===== config.mk =====
export PLATFORM = sky130hd
export DESIGN_NAME = throttle_command_line_parser
export DESIGN_NICKNAME = d
export VERILOG_FILES = /design/src/rtl/tclp_pkg.sv /design/src/rtl/tclp_ctrl.sv /design/src/rtl/tclp_dp.sv /design/src/rtl/throttle_command_line_parser.sv
export SDC_FILE = /design/constraint.sdc
export NUM_CORES = 1
export LEC_CHECK = 0
export CAP_MARGIN = 20
export CORE_AREA = 5 5 232 324
export CTS_CLUSTER_SIZE = 12
export DETAILED_ROUTE_END_ITERATION = 16
export DIE_AREA = 0 0 237 329
export DONT_BUFFER_PORTS = 1
export RECOVER_POWER = 25
export SYNTH_ARGS = -nofsm -noshare
export SYNTH_HDL_FRONTEND = slang
export SYNTH_SLANG_ARGS = --single-unit

===== constraint.sdc =====
create_clock -name clk -period 6 [get_ports clk]
set_clock_uncertainty 0.05 [all_clocks]
set_input_delay 0.6 -clock clk [delete_from_list [all_inputs] [get_ports clk]]
set_output_delay 0.6 -clock clk [all_outputs]
set_load 0.02 [all_outputs]

===== src/rtl/tclp_pkg.sv =====
`default_nettype none
package tclp_pkg;
  localparam int MaxMotorsDef = 8;
  localparam int LineLimitDef = 1024;
  localparam logic [9:0] ThrottleFull = 10'd1000;

  typedef enum logic [1:0] {
    OP_BYTE   = 2'd0,
    OP_TICK   = 2'd1,
    OP_FAULT  = 2'd2,
    OP_CLOSED = 2'd3
  } op_t;

  typedef enum logic [1:0] {
    CFG_MOTORS  = 2'd0,
    CFG_TIMEOUT = 2'd1,
    CFG_SAFE    = 2'd2
  } cfg_idx_t;

  typedef enum logic [1:0] {
    MODE_RUN  = 2'd0,
    MODE_SHUT = 2'd1,
    MODE_LAND = 2'd2
  } mode_t;

  typedef enum logic [4:0] {
    PH_START, PH_H, PH_HB, PH_M, PH_S, PH_ST, PH_STA, PH_STO, PH_F, PH_FI,
    PH_L, PH_LA, PH_LAN, PH_P, PH_PI, PH_PIN, PH_I, PH_IN, PH_INF, PH_NUM,
    PH_MT_DONE, PH_STAN, PH_FIN, PH_LAND, PH_INFO, PH_PING_DONE, PH_BAD
  } phase_t;

  typedef enum logic [1:0] {
    SUB_SKIP   = 2'd0,
    SUB_SIGN   = 2'd1,
    SUB_DIGITS = 2'd2
  } sub_t;

  typedef enum logic [1:0] {
    NK_COUNT = 2'd0,
    NK_VALUE = 2'd1,
    NK_PING  = 2'd2
  } nkind_t;

  typedef enum logic [1:0] {
    ST_IDLE,
    ST_FRAME,
    ST_PONG
  } ctl_state_t;

  // Command from the controller to the datapath.
  typedef struct packed {
    logic accept;
    logic frame_step;
    logic frame_start;
  } ctl_cmd_t;

  // Status from the datapath to the controller.
  typedef struct packed {
    logic want_frame;
    logic want_pong;
    logic frame_last;
    logic halted;
  } ctl_stat_t;

  function automatic logic is_blank(input logic [7:0] c);
    return (c == 8'h20) || (c == 8'h09) || (c == 8'h0B) || (c == 8'h0C) ||
           (c == 8'h0D);
  endfunction
endpackage
`default_nettype wire


===== src/rtl/tclp_ctrl.sv =====
`default_nettype none
module tclp_ctrl (
  input  wire logic               clk,
  input  wire logic               rst,
  input  wire logic               in_valid,
  output logic                    in_ready,
  output logic                    out_valid,
  input  wire logic               out_ready,
  input  wire tclp_pkg::ctl_stat_t stat,
  output tclp_pkg::ctl_cmd_t      cmd,
  output logic                    out_is_pong
);
  import tclp_pkg::*;

  ctl_state_t state, state_next;

  always_ff @(posedge clk) begin
    if (rst) begin
      state <= ST_IDLE;
    end else begin
      state <= state_next;
    end
  end

  always_comb begin
    state_next = state;
    unique case (state)
      ST_IDLE: begin
        if (in_valid && !stat.halted) begin
          if (stat.want_pong) begin
            state_next = ST_PONG;
          end else if (stat.want_frame) begin
            state_next = ST_FRAME;
          end
        end
      end
      ST_FRAME: begin
        if (out_ready && stat.frame_last) begin
          state_next = ST_IDLE;
        end
      end
      ST_PONG: begin
        if (out_ready) begin
          state_next = ST_IDLE;
        end
      end
      default: state_next = ST_IDLE;
    endcase
  end

  always_comb begin
    in_ready        = 1'b0;
    out_valid       = 1'b0;
    out_is_pong     = 1'b0;
    cmd.accept      = 1'b0;
    cmd.frame_step  = 1'b0;
    cmd.frame_start = 1'b0;
    unique case (state)
      ST_IDLE: begin
        in_ready        = 1'b1;
        cmd.accept      = in_valid;
        cmd.frame_start = in_valid;
      end
      ST_FRAME: begin
        out_valid      = 1'b1;
        cmd.frame_step = out_ready;
      end
      ST_PONG: begin
        out_valid   = 1'b1;
        out_is_pong = 1'b1;
      end
      default: ;
    endcase
  end
endmodule
`default_nettype wire


===== src/rtl/tclp_dp.sv =====
`default_nettype none
module tclp_dp #(
  parameter int MAX_MOTORS = tclp_pkg::MaxMotorsDef,
  parameter int LINE_LIMIT = tclp_pkg::LineLimitDef
) (
  input  wire logic               clk,
  input  wire logic               rst,
  input  wire logic [1:0]         operation,
  input  wire logic [7:0]         byte_value,
  input  wire logic               cfg_valid,
  input  wire logic [1:0]         cfg_index,
  input  wire logic [23:0]        cfg_data,
  input  wire tclp_pkg::ctl_cmd_t cmd,
  input  wire logic               out_is_pong,
  output tclp_pkg::ctl_stat_t     stat,
  output logic                    kind,
  output logic [2:0]              motor_index,
  output logic [9:0]              throttle,
  output logic                    last,
  output logic [63:0]             pong_value,
  output logic [1:0]              mode,
  output logic                    standby
);
  import tclp_pkg::*;

  localparam int LenW = $clog2(LINE_LIMIT);
  localparam int CurW = $clog2(MAX_MOTORS + 1) < 4 ? 4 : $clog2(MAX_MOTORS + 1);
  localparam int IdxW = MAX_MOTORS > 1 ? $clog2(MAX_MOTORS) : 1;
  localparam logic [63:0] MagLimit = 64'h8000_0000_0000_0000;
  localparam logic [63:0] Int64Top = 64'h7FFF_FFFF_FFFF_FFFF;
  localparam logic [63:0] Div10Lim = 64'd922337203685477580;

  logic [3:0]  motor_count;
  logic [23:0] timeout_ticks;
  logic [9:0]  safe_land_throttle;

  logic        standby_flag, standby_flag_next;
  mode_t       run_mode, run_mode_next;
  phase_t      parse_phase, parse_phase_next;
  sub_t        num_sub, num_sub_next;
  nkind_t      num_kind, num_kind_next;
  logic [LenW-1:0] line_length, line_length_next;
  logic [23:0] idle_ticks, idle_ticks_next;
  logic [63:0] acc, acc_next;
  logic        neg, neg_next;
  logic [CurW-1:0] cursor, cursor_next;
  logic [9:0]  pending [MAX_MOTORS];
  logic [9:0]  current [MAX_MOTORS];
  logic        wr_pend;
  logic [IdxW-1:0] wr_pend_idx;
  logic [9:0]  wr_pend_val;
  logic        set_cur_pend, set_cur_safe, clr_cur;
  logic        want_frame, want_pong;
  logic [CurW-1:0] eff_n;
  logic [IdxW-1:0] fidx;
  logic [9:0]  safe_sat;

  assign eff_n = ({{(CurW-4){1'b0}}, motor_count} > CurW'(MAX_MOTORS)) ?
                 CurW'(MAX_MOTORS) : CurW'({{(CurW-4){1'b0}}, motor_count});
  assign safe_sat = (safe_land_throttle > ThrottleFull) ? ThrottleFull :
                    safe_land_throttle;

  always_ff @(posedge clk) begin
    if (rst) begin
      motor_count        <= 4'd4;
      timeout_ticks      <= 24'd200;
      safe_land_throttle <= 10'd0;
    end else if (cfg_valid) begin
      unique case (cfg_index)
        CFG_MOTORS:  motor_count        <= cfg_data[3:0];
        CFG_TIMEOUT: timeout_ticks      <= cfg_data;
        CFG_SAFE:    safe_land_throttle <= cfg_data[9:0];
        default: ;
      endcase
    end
  end

  // Per-item update of the parser state.
  always_comb begin
    logic [7:0]  c;
    logic        digit, fin_num, done;
    logic [63:0] d;
    logic [63:0] pv;
    logic [CurW-1:0] cur1;
    phase_t      ph;
    c = byte_value;
    d = {60'd0, c[3:0]};
    digit = (c >= 8'h30) && (c <= 8'h39);
    done = 1'b0;
    fin_num = 1'b0;
    cur1 = cursor + CurW'(1);
    pv = 64'd0;
    ph = PH_START;
    standby_flag_next = standby_flag;
    run_mode_next     = run_mode;
    parse_phase_next  = parse_phase;
    num_sub_next      = num_sub;
    num_kind_next     = num_kind;
    line_length_next  = line_length;
    idle_ticks_next   = idle_ticks;
    acc_next          = acc;
    neg_next          = neg;
    cursor_next       = cursor;
    wr_pend = 1'b0;
    wr_pend_idx = cursor[IdxW-1:0];
    wr_pend_val = acc[9:0];
    set_cur_pend = 1'b0;
    set_cur_safe = 1'b0;
    clr_cur = 1'b0;
    want_frame = 1'b0;
    want_pong = 1'b0;

    if (run_mode == MODE_RUN) begin
      case (operation)
        OP_TICK: begin
          if (standby_flag) begin
            idle_ticks_next = 24'd0;
          end else begin
            if (idle_ticks != 24'hFFFFFF) idle_ticks_next = idle_ticks + 24'd1;
            if (idle_ticks_next >= timeout_ticks) begin
              run_mode_next = MODE_LAND;
              set_cur_safe = 1'b1;
              want_frame = 1'b1;
            end
          end
        end
        OP_FAULT: begin
          run_mode_next = MODE_LAND;
          set_cur_safe = 1'b1;
          want_frame = 1'b1;
        end
        OP_CLOSED: begin
          if (!standby_flag) begin
            run_mode_next = MODE_LAND;
            set_cur_safe = 1'b1;
            want_frame = 1'b1;
          end
        end
        default: begin
          idle_ticks_next = 24'd0;
          if (line_length >= LenW'(LINE_LIMIT - 2)) begin
            run_mode_next = MODE_LAND;
            set_cur_safe = 1'b1;
            want_frame = 1'b1;
          end else if (c == 8'h0A) begin
            line_length_next = '0;
            ph = parse_phase;
            if (parse_phase == PH_NUM && num_sub == SUB_DIGITS) fin_num = 1'b1;
            if (parse_phase == PH_NUM && num_kind == NK_PING) ph = PH_PING_DONE;
            if (fin_num) begin
              if (num_kind == NK_PING) begin
                ph = PH_PING_DONE;
              end else if (num_kind == NK_COUNT) begin
                if ((!neg || acc == 0) && acc == 64'(eff_n) && eff_n == '0)
                  ph = PH_MT_DONE;
                else
                  ph = PH_BAD;
              end else begin
                if ((!neg || acc == 0) && acc <= 64'(ThrottleFull)) begin
                  wr_pend = cursor < CurW'(MAX_MOTORS);
                  ph = (cur1 >= eff_n) ? PH_MT_DONE : PH_BAD;
                end else begin
                  ph = PH_BAD;
                end
              end
            end
            parse_phase_next = PH_START;
            case (ph)
              PH_START, PH_HB, PH_INFO: ;
              PH_MT_DONE: begin
                set_cur_pend = 1'b1;
                standby_flag_next = 1'b0;
                want_frame = 1'b1;
              end
              PH_STAN: begin
                standby_flag_next = 1'b1;
                want_frame = 1'b1;
              end
              PH_FIN: begin
                run_mode_next = MODE_SHUT;
                clr_cur = 1'b1;
                want_frame = 1'b1;
              end
              PH_PING_DONE: begin
                if (neg) pv = 64'd0 - acc;
                else pv = (acc > Int64Top) ? Int64Top : acc;
                acc_next = pv;
                neg_next = 1'b0;
                want_pong = 1'b1;
              end
              default: begin
                run_mode_next = MODE_LAND;
                set_cur_safe = 1'b1;
                want_frame = 1'b1;
              end
            endcase
          end else begin
            line_length_next = line_length + LenW'(1);
            if (parse_phase == PH_NUM) begin
              if (digit) begin
                num_sub_next = SUB_DIGITS;
                if (acc > Div10Lim || (acc == Div10Lim && d > 64'd8))
                  acc_next = MagLimit;
                else
                  acc_next = (acc << 3) + (acc << 1) + d;
              end else begin
                done = 1'b0;
                if (num_sub == SUB_DIGITS) begin
                  if (num_kind == NK_PING) begin
                    parse_phase_next = PH_PING_DONE;
                    done = 1'b1;
                  end else if (num_kind == NK_COUNT) begin
                    if ((!neg || acc == 0) && acc == 64'(eff_n)) begin
                      cursor_next = '0;
                      if (eff_n == '0) begin
                        parse_phase_next = PH_MT_DONE;
                        done = 1'b1;
                      end else begin
                        num_kind_next = NK_VALUE;
                      end
                    end else begin
                      parse_phase_next = PH_BAD;
                      done = 1'b1;
                    end
                  end else begin
                    if ((!neg || acc == 0) && acc <= 64'(ThrottleFull)) begin
                      wr_pend = cursor < CurW'(MAX_MOTORS);
                      cursor_next = cur1;
                      if (cur1 >= eff_n) begin
                        parse_phase_next = PH_MT_DONE;
                        done = 1'b1;
                      end
                    end else begin
                      parse_phase_next = PH_BAD;
                      done = 1'b1;
                    end
                  end
                end
                if (!done) begin
                  if (num_sub == SUB_DIGITS) begin
                    acc_next = 64'd0;
                    neg_next = 1'b0;
                  end
                  if (num_sub != SUB_SIGN && is_blank(c)) begin
                    num_sub_next = SUB_SKIP;
                  end else if (num_sub != SUB_SIGN &&
                               (c == 8'h2B || c == 8'h2D)) begin
                    num_sub_next = SUB_SIGN;
                    neg_next = (c == 8'h2D);
                  end else begin
                    parse_phase_next = (num_kind == NK_PING) ? PH_PING_DONE : PH_BAD;
                  end
                end
              end
            end else if (parse_phase <= PH_INF) begin
              parse_phase_next = PH_BAD;
              if (parse_phase == PH_START && is_blank(c)) begin
                parse_phase_next = PH_START;
              end else if ((parse_phase == PH_M && c == 8'h74) ||
                           (parse_phase == PH_PIN && c == 8'h67)) begin
                parse_phase_next = PH_NUM;
                num_kind_next = (parse_phase == PH_M) ? NK_COUNT : NK_PING;
                num_sub_next = SUB_SKIP;
                acc_next = 64'd0;
                neg_next = 1'b0;
              end else begin
                case (parse_phase)
                  PH_START: begin
                    case (c)
                      8'h68: parse_phase_next = PH_H;
                      8'h6D: parse_phase_next = PH_M;
                      8'h73: parse_phase_next = PH_S;
                      8'h66: parse_phase_next = PH_F;
                      8'h6C: parse_phase_next = PH_L;
                      8'h70: parse_phase_next = PH_P;
                      8'h69: parse_phase_next = PH_I;
                      default: ;
                    endcase
                  end
                  PH_H:   if (c == 8'h62) parse_phase_next = PH_HB;
                  PH_S:   if (c == 8'h74) parse_phase_next = PH_ST;
                  PH_ST: begin
                    if (c == 8'h61) parse_phase_next = PH_STA;
                    else if (c == 8'h6F) parse_phase_next = PH_STO;
                  end
                  PH_STA: if (c == 8'h6E) parse_phase_next = PH_STAN;
                  PH_STO: if (c == 8'h70) parse_phase_next = PH_FIN;
                  PH_F:   if (c == 8'h69) parse_phase_next = PH_FI;
                  PH_FI:  if (c == 8'h6E) parse_phase_next = PH_FIN;
                  PH_L:   if (c == 8'h61) parse_phase_next = PH_LA;
                  PH_LA:  if (c == 8'h6E) parse_phase_next = PH_LAN;
                  PH_LAN: if (c == 8'h64) parse_phase_next = PH_LAND;
                  PH_P:   if (c == 8'h69) parse_phase_next = PH_PI;
                  PH_PI:  if (c == 8'h6E) parse_phase_next = PH_PIN;
                  PH_I:   if (c == 8'h6E) parse_phase_next = PH_IN;
                  PH_IN:  if (c == 8'h66) parse_phase_next = PH_INF;
                  PH_INF: if (c == 8'h6F) parse_phase_next = PH_INFO;
                  default: ;
                endcase
              end
            end
          end
        end
      endcase
    end
  end

  always_ff @(posedge clk) begin
    if (rst) begin
      standby_flag <= 1'b1;
      run_mode     <= MODE_RUN;
      parse_phase  <= PH_START;
      num_sub      <= SUB_SKIP;
      num_kind     <= NK_COUNT;
      line_length  <= '0;
      idle_ticks   <= '0;
      acc          <= '0;
      neg          <= 1'b0;
      cursor       <= '0;
    end else if (cmd.accept) begin
      standby_flag <= standby_flag_next;
      run_mode     <= run_mode_next;
      parse_phase  <= parse_phase_next;
      num_sub      <= num_sub_next;
      num_kind     <= num_kind_next;
      line_length  <= line_length_next;
      idle_ticks   <= idle_ticks_next;
      acc          <= acc_next;
      neg          <= neg_next;
      cursor       <= cursor_next;
    end
  end

  always_ff @(posedge clk) begin
    if (rst) begin
      for (int i = 0; i < MAX_MOTORS; i++) begin
        pending[i] <= '0;
        current[i] <= '0;
      end
    end else if (cmd.accept) begin
      for (int i = 0; i < MAX_MOTORS; i++) begin
        if (clr_cur) begin
          current[i] <= '0;
        end else if (CurW'(i) < eff_n) begin
          if (set_cur_safe) current[i] <= safe_sat;
          else if (set_cur_pend) begin
            if (wr_pend && wr_pend_idx == IdxW'(i)) current[i] <= wr_pend_val;
            else current[i] <= pending[i];
          end
        end
      end
      if (wr_pend) pending[wr_pend_idx] <= wr_pend_val;
    end
  end

  // Frame walk counter.
  always_ff @(posedge clk) begin
    if (rst) begin
      fidx <= '0;
    end else if (cmd.frame_start) begin
      fidx <= '0;
    end else if (cmd.frame_step) begin
      fidx <= fidx + IdxW'(1);
    end
  end

  assign stat.want_frame = want_frame && eff_n != '0;
  assign stat.want_pong  = want_pong;
  assign stat.frame_last = (CurW'(fidx) + CurW'(1)) == eff_n;
  assign stat.halted     = 1'b0;

  assign kind        = out_is_pong;
  assign motor_index = out_is_pong ? 3'd0 : 3'(fidx);
  assign throttle    = out_is_pong ? 10'd0 : current[fidx];
  assign last        = out_is_pong ? 1'b1 : stat.frame_last;
  assign pong_value  = out_is_pong ? acc : 64'd0;
  assign mode        = run_mode;
  assign standby     = standby_flag;
endmodule
`default_nettype wire


===== src/rtl/throttle_command_line_parser.sv =====
`default_nettype none
// Throttle command line parser.
// Input channel (in_valid/in_ready) carries one item per event: operation
// selects a received byte, a tick, a link fault or a link close, and
// byte_value holds the character for bytes. The configuration channel
// (cfg_valid/cfg_ready) writes motor_count, timeout_ticks and
// safe_land_throttle by index. The user must write them only while the
// block is idle; the block itself does not enforce it. Output channel
// (out_valid/out_ready) carries throttle frame entries, one per motor in
// motor order, or a single pong reply for a ping line. An item that
// produces results is parsed when taken, then the results leave one per
// cycle from the frame walker while the receiver is ready. Input is not
// taken while results are pending.
// When the receiver stalls, the current result holds on the outputs and
// the walker waits. Reset puts the block in standby and running mode with
// the parser at line start and all throttles at zero.
module throttle_command_line_parser #(
  parameter int MAX_MOTORS = tclp_pkg::MaxMotorsDef,
  parameter int LINE_LIMIT = tclp_pkg::LineLimitDef
) (
  input  wire logic        clk,
  input  wire logic        rst,
  input  wire logic        in_valid,
  output logic             in_ready,
  input  wire logic [1:0]  operation,
  input  wire logic [7:0]  byte_value,
  input  wire logic        cfg_valid,
  output logic             cfg_ready,
  input  wire logic [1:0]  cfg_index,
  input  wire logic [23:0] cfg_data,
  output logic             out_valid,
  input  wire logic        out_ready,
  output logic             kind,
  output logic [2:0]       motor_index,
  output logic [9:0]       throttle,
  output logic             last,
  output logic [63:0]      pong_value,
  output logic [1:0]       mode,
  output logic             standby
);
  import tclp_pkg::*;

  ctl_cmd_t  cmd;
  ctl_stat_t stat;
  logic      out_is_pong;

  assign cfg_ready = 1'b1;

  tclp_ctrl u_ctrl (
    .clk, .rst, .in_valid, .in_ready, .out_valid, .out_ready,
    .stat, .cmd, .out_is_pong
  );

  tclp_dp #(.MAX_MOTORS(MAX_MOTORS), .LINE_LIMIT(LINE_LIMIT)) u_dp (
    .clk, .rst, .operation, .byte_value, .cfg_valid, .cfg_index, .cfg_data,
    .cmd, .out_is_pong, .stat, .kind, .motor_index, .throttle, .last,
    .pong_value, .mode, .standby
  );
endmodule
`default_nettype wire

==> results_dict.tcl <==
set metrics [dict create \
    routed_via_density 5.920 \
    power.leakage_nw 10.40 \
    synth_area_leaders "edfxtp_1, dfxtp_1, ha_1, a21oi_1, nor2_1" \
    drc 0 \
    critPathSlowestCell "nor4_4" \
    fin_nets 3163 \
    port_buffers 0 \
    layout.cells.non_filler 3930 \
    drive_above_1_share_pct 7.287 \
    clk_latency_ps 570 \
    crit_type "flop to flop" \
    vias 23264 \
    cp_top_family "simple AND/OR/NAND/NOR gates" \
    cp-end-kind "flop" \
    start_util_pct 34.51 \
    hold_violations 0 \
    maxCapViolCount 2 \
    max_stage_delay_ps 660 \
    cts_tree "built" \
    finalSetupViolations 0 \
    cp_cell_sequence "nand4_1 > or3_1 > nor4_1 > buf_4 > or3_1 > inv_1 > and3_1 > xor2_1 > ha_1 > a21o_1 > a21o_1 > a211o_1 > o211ai_1 > a21oi_1 > o21ai_0 > a2111oi_4 > buf_4 > nor4_4 > nand2_1 > a2bb2oi_1" \
    avgSynthCellArea_sq_um 8.190 \
    ys_types 93 \
    die_h_microns 329 \
    drtAntennaViolNets 0 \
    syn_inst 3041 \
    synth_most_common_cell "nor2_1" \
    io_pins 126 \
    syn2layout_area_growth_pct 8.561 \
    core_area_sq_um 72170 \
    rsz0062_at_grt "no" \
    numCtsBuffers 37 \
    clkTransAtPathRegs_ps 60 \
    synth_seq_area_share_pct 32.23 \
    yosys.area.top_type "edfxtp_1" \
    worstMarginPinSlew_ps 1723 \
    wl_per_cell_microns 22.40 \
    antenna_cells 0 \
    dp.cells 3862 \
    grt_pass1_wl_mm 134.4 \
    grt_max_degree 170 \
    drtIter0Drc 1940 \
    die_width_microns 237 \
    gp_congestion 0.9192 \
    min_period_ps 5494 \
    synth_edf_count 160 \
    h-tree-depth 2 \
    fin_hold_ws_ps 102.0 \
    first_pass_iters 6 \
    netlist.area_leader.share_pct 19.29 \
    cts_sinks 321 \
    dieArea_sq_um 77970 \
    fmax_ghz 0.1820 \
    dp_hpwl_mm 65.56 \
    first_global_vias 22434 \
    wl_mm 88.01 \
    cp_max_fo 13 \
    netlist_area_sq_um 24910 \
    antenna_found_initial 0 \
    yosys_warnings 0 \
    required_ps 6250 \
    vdd_drop_max_mv 0.1647 \
    synth.net_count 3253 \
    async_reset_ff_share_pct 0 \
    ys_seq_elements 321 \
    netlist_top_cells_count "nor2_1, nand2_1, a21oi_1" \
    power.density_nw_per_um2 183.7 \
    drv_slew 34 \
    cts.repair.resized 0 \
    ys.flop_type "dfxtp_1" \
    cts_max_path_buffers 3 \
    cts.hold.buffers_added 0 \
    cp-start-kind "flop" \
    status "finished, violations left" \
    cp_num_buf_inv 3 \
    fin_tns_setup_ps 0 \
    clock-root-buffer "clkbuf_16" \
    num_rows 117 \
    grt.overflow.total 0 \
    relSlewSlack_pct -14.85 \
    violations "max-capacitance violations, max-slew violations" \
    grt_usage_pct 21.55 \
    min_path_type "input port to flop" \
    finalCritPeriodShare_pct 91.57 \
    postCtsSetupRepairBufs 0 \
    critPathArrivalTime_ps 5750 \
]
-- through the flow --
step	area, sq um	setup slack, ps	util [%]	total power [W]
final	27040	505.8	37.46	0.004966
after global routing	27040	114.5	37.46	0.005111
after CTS	27030	505.3	37.45	0.005003
after detailed placement	25870	545.9	35.85	0.002749
after global placement	25860	623.3	35.84	0.002748
after floorplan	24910	163.7	-	0.002660
-- flip-flops by register name, summed over array words and instances, names as in the netlist, named ones only --
name / count
u_dp.current: 80
u_dp.pending: 80
u_dp.acc: 64
u_dp.idle_ticks: 24
u_dp.timeout_ticks: 24
u_dp.line_length: 10
u_dp.safe_land_throttle: 10
u_dp.parse_phase: 5
u_dp.cursor: 4
u_dp.motor_count: 4
u_dp.fidx: 3
u_ctrl.state: 2
u_dp.mode: 2
u_dp.num_kind: 2
u_dp.num_sub: 2
u_dp.neg: 1
u_dp.standby: 1
-- layout by cell type, fill, tap and decap left out, types with 34 or more instances in the layout --
master	n
inv_1	107
xnor2_1	50
nand2_1	267
nor3_1	110
nand4_1	65
buf_4	64
ha_1	169
nand3_1	113
and2_0	60
o21ai_0	154
dfxtp_1	161
clkbuf_16	37
o211ai_1	43
nor2_1	300
edfxtp_1	160
nor4_1	62
and2_1	62
a21oi_1	234
a21o_1	41
xor2_1	34
a31oi_1	50
mux2i_1	39
a2bb2oi_1	48
-- worst reg2reg max path, delay by kind of cell, from the launching register on --
family / cells / cell delay (ps)
and+or+nand+nor: 7 / 2370
AOI/OAI and AO/OA: 8 / 1550
buffers and inverters: 3 / 500
DFF: 1 / 420
adders and majority gates: 1 / 180
xor gates and xnor gates: 1 / 160
-- final cells by class --
| cell class | count | area [sq um] |
|---|---|---|
| fillers | 7389 | 45130 |
| multi-input cells | 2413 | 15720 |
| flip-flops and latches | 321 | 8028 |
| well taps | 952 | 1191 |
| clock buffers | 51 | 998.5 |
| repair buffers | 69 | 534.3 |
| inverters | 109 | 409.1 |
| clock inverters | 15 | 157.7 |
-- worst paths after layout --
kind / start / to / slack, ps / depth (start not counted)
max: u_dp.idle_ticks[19]$_SDFFE_PP0P_ / u_dp.current[1][2]$_SDFFCE_PN0P_ / 510 / 20
min: rst / u_dp.safe_land_throttle[9]$_SDFFE_PP0P_ / 100 / 1
max reg2reg: u_dp.idle_ticks[19]$_SDFFE_PP0P_ / u_dp.current[1][2]$_SDFFCE_PN0P_ / 510 / 20
min reg2reg: u_dp.timeout_ticks[17]$_SDFFE_PP0P_ / u_dp.timeout_ticks[17]$_SDFFE_PP0P_ / 410 / 2
-- logic make-up (layout without fill, tap and decap cells) --
| kind of cell | count (synthesis) | in the layout | share of synthesized area [%] |
|---|---|---|---|
| AOI/OAI and AO/OA | 836 | 836 | 22.28 |
| xor gates and xnor gates | 84 | 84 | 2.954 |
| adders and majority gates | 171 | 171 | 8.651 |
| buffers and inverters | 307 | 244 | 4.753 |
| DFF | 321 | 321 | 32.23 |
| muxes | 60 | 60 | 3.421 |
| other | 1 | 1 | 0.01506 |
| and+or+nand+nor | 1261 | 1261 | 25.70 |
-- layer usage --
metal / vias to the layer above / part of all wire (%) / global-route usage, %
met5: - / 0 / 0
met4: 0 / 3.8 / 7.858
met3: 189 / 6.7 / 3.844
met2: 824 / 51 / 39.46
met1: 11111 / 39 / 25.11
li1: 11140 / - / -
-- where the power goes --
| group | leakage, nW | total, W | switching, W | internal [W] |
|---|---|---|---|---|
| combinational | 6.95 | 0.000306 | 0.000206 | 0.0000999 |
| sequential | 2.89 | 0.00240 | 0.0000402 | 0.00236 |
| clock | 0.560 | 0.00226 | 0.000964 | 0.00130 |
| total | 10.4 | 0.00497 | 0.00121 | 0.00376 |
Note: power is estimated with default switching activity, not from simulation.
